<file path="config.mk">
export PLATFORM = sky130hd
export DESIGN_NAME = iou_ctrl
export DESIGN_NICKNAME = d
export VERILOG_FILES = /design/src/hw/rtl/assert_macros.svh /design/src/hw/rtl/iou_pkg.sv /design/src/hw/rtl/iou_ctrl.sv
export SDC_FILE = /design/constraint.sdc
export NUM_CORES = 1
export LEC_CHECK = 0
export ABC_AREA = 1
export BUFFER_PORTS_ARGS = -buffer_cell sky130_fd_sc_hd__buf_2
export CAP_MARGIN = 15
export CORE_AREA = 3 3 40 42
export DETAILED_ROUTE_END_ITERATION = 16
export DIE_AREA = 0 0 43 45
export PLACE_DENSITY = 0.56
export SETUP_SLACK_MARGIN = 0.5
export SYNTH_ARGS = -nofsm -noshare
export SYNTH_HDL_FRONTEND = slang
export SYNTH_SLANG_ARGS = --single-unit
</file>
<file path="constraint.sdc">
create_clock -name clock -period 1.16 [get_ports clock]
set_clock_uncertainty 0.15 [all_clocks]
set_input_delay 0.174 -clock clock [delete_from_list [all_inputs] [get_ports clock]]
set_output_delay 0.174 -clock clock [all_outputs]
set_load 0.01 [all_outputs]
</file>
<file path="src/hw/rtl/assert_macros.svh">
// Assertion helper macros
`ifndef ASSERT_MACROS_SVH
`define ASSERT_MACROS_SVH
`ifndef SYNTHESIS
`define ASSERT_CLK(label, clk, rst, prop, msg) \
   label: assert property (@(posedge clk) disable iff (rst) (prop)) else $error(msg);
`define ASSERT_CLK_NORST(label, clk, prop, msg) \
   label: assert property (@(posedge clk) (prop)) else $error(msg);
`else
`define ASSERT_CLK(label, clk, rst, prop, msg)
`define ASSERT_CLK_NORST(label, clk, prop, msg)
`endif
`endif

</file>
<file path="src/hw/rtl/iou_pkg.sv">
`timescale 1ns / 1ps
package iou_pkg;
   localparam int MaxTracksDefault = 64;
   localparam int CoordBitsDefault = 12;
   localparam int IdentBits = 16;
   localparam int TimeBits = 32;
   localparam int CountBits = 7;
   localparam int HitBits = 8;

   localparam logic [1:0] CsrIouThreshold = 2'd0;
   localparam logic [1:0] CsrMaxAge = 2'd1;
   localparam logic [1:0] CsrMinHits = 2'd2;

   typedef enum logic [2:0] {
      ST_IDLE,
      ST_SCAN,
      ST_CMP,
      ST_COMMIT,
      ST_COUNT,
      ST_OUT
   } state_type;

   typedef struct packed {
      logic start;      // latch item, clear scan
      logic scan_step;  // issue read of scan index
      logic commit;     // apply result to the table
      logic count_step; // count one slot
      logic out_load;   // present result
   } cmd_type;

   typedef struct packed {
      logic scan_last;  // scan index at final slot
      logic cmp_done;   // compare pipeline drained
      logic count_last;
   } status_type;
endpackage

</file>
<file path="src/hw/rtl/iou_ctrl.sv">
`timescale 1ns / 1ps
module iou_ctrl
   import iou_pkg::*;
(
   input  logic       clock,
   input  logic       reset,
   input  logic       req_valid,
   output logic       req_stall,
   output logic       rsp_valid,
   input  logic       rsp_stall,
   input  status_type sts,
   output cmd_type    cmd
);
   state_type state_ff, state_in;
   logic      rsp_valid_ff, rsp_valid_in;

   always_ff @(posedge clock) begin
      if (reset) begin
         state_ff <= ST_IDLE;
         rsp_valid_ff <= 1'b0;
      end else begin
         state_ff <= state_in;
         rsp_valid_ff <= rsp_valid_in;
      end
   end

   always_comb begin
      state_in = state_ff;
      cmd = '0;
      rsp_valid_in = rsp_valid_ff && rsp_stall;
      req_stall = 1'b1;
      unique case (state_ff)
         ST_IDLE: begin
            req_stall = 1'b0;
            if (req_valid) begin
               cmd.start = 1'b1;
               state_in = ST_SCAN;
            end
         end
         ST_SCAN: begin
            cmd.scan_step = 1'b1;
            if (sts.scan_last) state_in = ST_CMP;
         end
         ST_CMP: begin
            if (sts.cmp_done) state_in = ST_COMMIT;
         end
         ST_COMMIT: begin
            cmd.commit = 1'b1;
            state_in = ST_COUNT;
         end
         ST_COUNT: begin
            cmd.count_step = 1'b1;
            if (sts.count_last) state_in = ST_OUT;
         end
         ST_OUT: begin
            if (!rsp_valid_ff || !rsp_stall) begin
               cmd.out_load = 1'b1;
               rsp_valid_in = 1'b1;
               state_in = ST_IDLE;
            end
         end
         default: state_in = ST_IDLE;
      endcase
   end

   assign rsp_valid = rsp_valid_ff;
endmodule

</file>
==> results.tsv, run 1 <==
metric	value	unit
grt_pass1_wl	1700	um
multi_input_area	280	um^2
numCtsBuffers	3	
htreeDepth	1	
cts_tree	yes	
critical_path_class	flop to primary output	
worstPathBufferInverterCount	2	
r2r_cells	7	
layout_common_cells	15 x buf_4, 9 x buf_2, 8 x buf_6, 6 x nor2_4, 6 x nand2_1	
rows	13	
syn_avg_cell_area	6.36	um^2
p_seq_share	18.3	%
fill_cells	131	
fin_util	54.2	%
ys_seq_area_share	26.2	%
clk_pin_slew_worst_paths	40	ps
violations	negative hold slack, negative setup slack	
switching_share	42.3	%
cts_root_buffer	clkbuf_4	
crit_fanout	5	
setup_viol	10	
switching_power	0.000714	W
arrival	1090	ps
grt_pass1_vias	396	
synth_cells	48	
critPathMaxStageDelay	390	ps
end_kind	primary output	
maxSlewViolCount	0	
ant_nets	0	
path_depth	5	
diodes	0	
worstMarginPinSlew	309	ps
p_clk_share	11.0	%
vias	413	
slowest_stage	dfxtp_4	
placed_area	495	um^2
routed_wl	982	um
route.detailed.drc	0	
grt_usage	12.2	%
power	0.00169	W
grt.overflow.total	0	
port_buffers	13	
gp_congestion	0.756	
stdcell_area	697	um^2
p_leak	0.349	nW
cts_buffer_depth	2	
vias_per_cell	4.21	
timing.fmax	708	MHz
worstHoldPathCells	2	
drtIter0Drc	1	
io-pin-count	14	
setup.worst_path.start_class	flop	
die_y	45	um
fin_crit	1410	ps
area_growth	128	%
drive_gt1_share	75.9	%
syn_area	305	um^2
synth_seq_cells	4	
fin_ws	-252	ps
wl_per_cell	10.0	um
grt_max_degree	8	
power.density	2420	nW/um^2
final_common_cell	buf_4	
hold_viol_final	1	
run_status	complete, but fails checks	
relSlewSlack	79.3	%
grt_setup_unrepaired	yes	
yosysWarnings	0	
clk_latency	230	ps
critical_path.cell_chain	inv_4, nor2_4, nand2_2, nor2_2, buf_2	
required	840	ps
finalNetCount	91	
core	1280	um^2
cts_sinks	4	
yosysUniqueCellTypes	16	
ff2ff_setup_slack	-200	ps
regArea	92.6	um^2
min-delay-path-class	input port to flop	
die-width	43	um
cp_top_family	flip-flops	
ir_drop	1.36	mV
initial_utilization	23.8	%
dp_hpwl	657	um
whs	-40.1	ps
cap_viol_max_count	0	
final.period_utilization	122	%
die_area	1940	um^2
drtPass1Iterations	3	
synth_fp_nets	55	
antenna_found_initial	0	
internal_power	0.000976	W
combPwrFrac	70.7	%
==> power by group through the flow <==
stage / clock network (W) / registers [W] / logic, W
after floorplan: 0 / 0.000270 / 0.000506
after global placement: 0 / 0.000295 / 0.000754
after detailed placement: 0 / 0.000298 / 0.000760
after CTS: 0.000196 / 0.000300 / 0.00109
after global routing: 0.000209 / 0.000320 / 0.00131
final: 0.000185 / 0.000309 / 0.00120
==> cells in the mapped netlist <==
cell type  instances  area share, %
nor2_1            10             12
nand3_1            3            4.9
inv_2              2            2.5
nand3_2            2            6.6
dfxtp_1            4             26
nand3b_1           1            2.5
inv_1              5            6.1
o21bai_1           1            2.5
nor3b_1            1            2.5
a21oi_1            1            1.6
nand2_2            2            4.1
nor3_1             3            4.9
nor2_2             3            6.1
buf_6              1            3.7
nor2_4             1            3.7
nand2_1            8            9.8
==> flip-flops by register name, summed over array words and instances (netlist names) <==
register	count
state_ff	3
rsp_valid	1
==> layer usage <==
layer | global-route usage, % | up-vias | part of all wire, %
met4 | 7.23 | 0 | 0
met2 | 21.0 | 6 | 57
met1 | 14.2 | 188 | 40
met3 | 2.39 | 0 | 3.9
met5 | 0 | - | 0
li1 | - | 219 | -
==> stage by stage <==
step	hold slack (ps)	TNS, ps	cells	worst slack, ps
after global routing	-35.3	-2350	98	-306
after global placement	191	-189	86	-72.2
final	-40.1	-1650	98	-252
after CTS	-49.1	-1620	97	-227
after floorplan	85.7	-14.6	48	-14.6
after detailed placement	196	-215	86	-84.2
==> repair_timing <==
item / 4_1_cts / 5_1_grt
setup endpoints to repair: 11 / 11
hold endpoints to repair: 1 / 1
pin swaps: 9 / 5
resized for setup: 18 / 8
buffers inserted: 7 / 1
==> logic make-up (layout without fill, tap and decap cells) <==
family / Yosys count / after routing / share of synthesized area, %
AOI/OAI and AO/OA: 2 / 2 / 4.10
buffers and inverters: 8 / 43 / 12.3
and+or+nand+nor: 34 / 34 / 57.4
DFF: 4 / 4 / 26.2
==> worst register-to-register path: cells and delay by family (launching register included) <==
family	cells	cell delay, ps
buf+inv	1	160
flops	1	360
simple gates	6	590
==> worst paths after layout <==
path                                  start          end
worst max-delay path            state_ff[0]       cmd[0]
worst min-delay path                  reset    rsp_valid
worst max register to register  state_ff[2]  state_ff[2]
worst min register to register    rsp_valid    rsp_valid
==> final cells by class <==
| type | count | area share, % |
|---|---|---|
| timing repair buffer | 32 | 35.5 |
| sequential | 4 | 13.3 |
| clock buffer | 4 | 3.77 |
| inverter | 7 | 4.49 |
| multi-input combinational | 36 | 40.2 |
| tap | 15 | 2.69 |
No activity file was read; power rests on OpenSTA's default activity.
==> run 2: changes to the inputs <==
--- a/config.mk
+++ b/config.mk
@@ -5,13 +5,12 @@
 export SDC_FILE = /design/constraint.sdc
 export NUM_CORES = 1
 export LEC_CHECK = 0
-export ABC_AREA = 1
 export BUFFER_PORTS_ARGS = -buffer_cell sky130_fd_sc_hd__buf_2
 export CAP_MARGIN = 15
 export CORE_AREA = 3 3 40 42
 export DETAILED_ROUTE_END_ITERATION = 16
 export DIE_AREA = 0 0 43 45
-export PLACE_DENSITY = 0.56
+export PLACE_DENSITY = 0.58
 export SETUP_SLACK_MARGIN = 0.5
 export SYNTH_ARGS = -nofsm -noshare
 export SYNTH_HDL_FRONTEND = slang
==> results.tsv, run 2 <==
metric	value	unit
synth.top_cells.by_count	4 x dfxtp_1, 4 x nor2_1, 3 x a21oi_1, 3 x nand2_1, 3 x nor2b_1	
hold_viol_final	1	
cp-startpoint	state_ff[2]	
critical_path_class	flop to primary output	
drive_gt1_share	74.2	%
synth.top_cells.by_area	dfxtp_1 24%, nor4b_2 9.1%, nand4_4 6.5%	
wl_per_cell	12.0	um
die_area	1940	um^2
fin_util	48.8	%
relSlewSlack	83.0	%
cts_tree	yes	
arrival	1240	ps
port_buffers	13	
area_growth	90.5	%
synth.top_cell.area_share	24.3	%
required	840	ps
ir_drop	0.588	mV
dp_hpwl	665	um
grt.overflow.total	0	
ys_seq_area_share	24.3	%
stdcell_area	627	um^2
clk_latency	240	ps
diodes	0	
cts_buffer_depth	2	
synth_cells	37	
syn_avg_cell_area	8.89	um^2
cap_viol_max_count	0	
fill_cells	115	
fin_crit	1570	ps
route.detailed.drc	0	
grt_pass1_vias	402	
cts_root_buffer	clkbuf_4	
fin_ws	-408	ps
largest_register_ff_count	3	
drtPass1Iterations	4	
vias	394	
timing.fmax	638	MHz
gp_congestion	0.800	
crit_fanout	2	
regMostFlops	state_ff	
die-width	43	um
ant_nets	0	
io-pin-count	14	
final.period_utilization	135	%
placed_area	498	um^2
synth_edf_count	0	
cts_sinks	4	
critical_path.cell_chain	buf_4, or3_4, nor2_2, buf_2	
hold_path_startpoint	reset	
final_common_cell	buf_2	
critPathMaxStageDelay	340	ps
die_y	45	um
initial_utilization	25.6	%
p_leak	0.304	nW
power.density	1890	nW/um^2
run_status	complete, but fails checks	
worstReg2RegStart	state_ff[2]	
core	1280	um^2
setup.worst_path.start_class	flop	
setup_tns	-2490	ps
end_kind	primary output	
setup_viol	9	
yosysTopAreaCell	dfxtp_1	
grt_setup_unrepaired	yes	
grt_usage	12.0	%
synth_fp_nets	44	
yosysWarnings	0	
vias_per_cell	4.86	
min-delay-path-class	input port to flop	
violations	negative hold slack, negative setup slack	
layout_common_cells	10 x buf_2, 9 x buf_6, 9 x buf_4, 4 x dfxtp_4, 3 x clkbuf_4	
grt_pass1_wl	1670	um
grt_max_degree	7	
yosysUniqueCellTypes	20	
htreeDepth	1	
whs	-21.1	ps
routed_wl	973	um
maxSlewViolCount	0	
synth_ff_type	dfxtp_1	
worstMarginPinSlew	252	ps
numCtsBuffers	3	
rows	13	
clk_pin_slew_worst_paths	40	ps
async_flop_share	0	%
drtIter0Drc	2	
finalNetCount	74	
syn_area	329	um^2
synth_seq_cells	4	
slowest_stage	dfxtp_4	
antenna_found_initial	0	
==> run 2: what timing repair did <==
item,in CTS,in global routing
buffers inserted,4,0
gates resized for setup,17,3
pin swaps,4,3
setup endpoints to repair,11,11
endpoints found under the hold margin,1,1
==> run 2: where the power goes <==
| group | total (W) | switching, W | internal, W |
|---|---|---|---|
| clock | 0.000192 | 0.0000622 | 0.000129 |
| sequential | 0.000228 | 0.0000419 | 0.000186 |
| combinational | 0.000762 | 0.000321 | 0.000440 |
==> run 2: stage by stage <==
step                      std cells  power, W  hold slack (ps)  worst slack (ps)
after global routing             81   0.00126            -13.0              -450
after floorplan                  37  0.000604             83.4              -158
after detailed placement         73  0.000806              229              -261
after global placement           73  0.000803              225              -235
after CTS                        81   0.00117            -25.4              -410
final                            81   0.00118            -21.1              -408
==> run 2: layout make-up <==
cell class              count  area (um^2)  area share (%)
inverters                   2         7.51            1.20
clock buffers               4         26.3            4.19
flip-flops and latches      4         95.1            15.2
multi-input cells          28          260            41.5
well taps                  15         18.8            2.99
repair buffers             28          219            34.9
==> run 2: layer usage <==
layer	wire length, um	track usage (%)	up-vias
met3	34	1.59	6
met2	537	20.4	14
met5	0	0	-
met1	353	12.2	184
met4	46	12.7	0
li1	-	-	190
==> run 2: final timing paths <==
| check | to | slack (ps) | cells after the start |
|---|---|---|---|
| worst max-delay path | cmd[4] | -410 | 4 |
| worst min-delay path | rsp_valid | -20 | 2 |
| worst max register to register | state_ff[1] | -330 | 5 |
| worst min register to register | rsp_valid | 470 | 3 |
==> run 2: worst max-delay path: cells and delay by family (launching register included) <==
| family | cells | cell delay, ps |
|---|---|---|
| buffers and inverters | 2 | 260 |
| AND/OR/NAND/NOR | 2 | 410 |
| flip-flops | 1 | 340 |
==> run 2: kinds of logic after synthesis <==
kind of cell	after synthesis	share of synthesized area, %
AO/OA/AOI/OAI	10	26.2
AND/OR/NAND/NOR	18	41.1
buffers and inverters	5	8.36
flip-flops	4	24.3
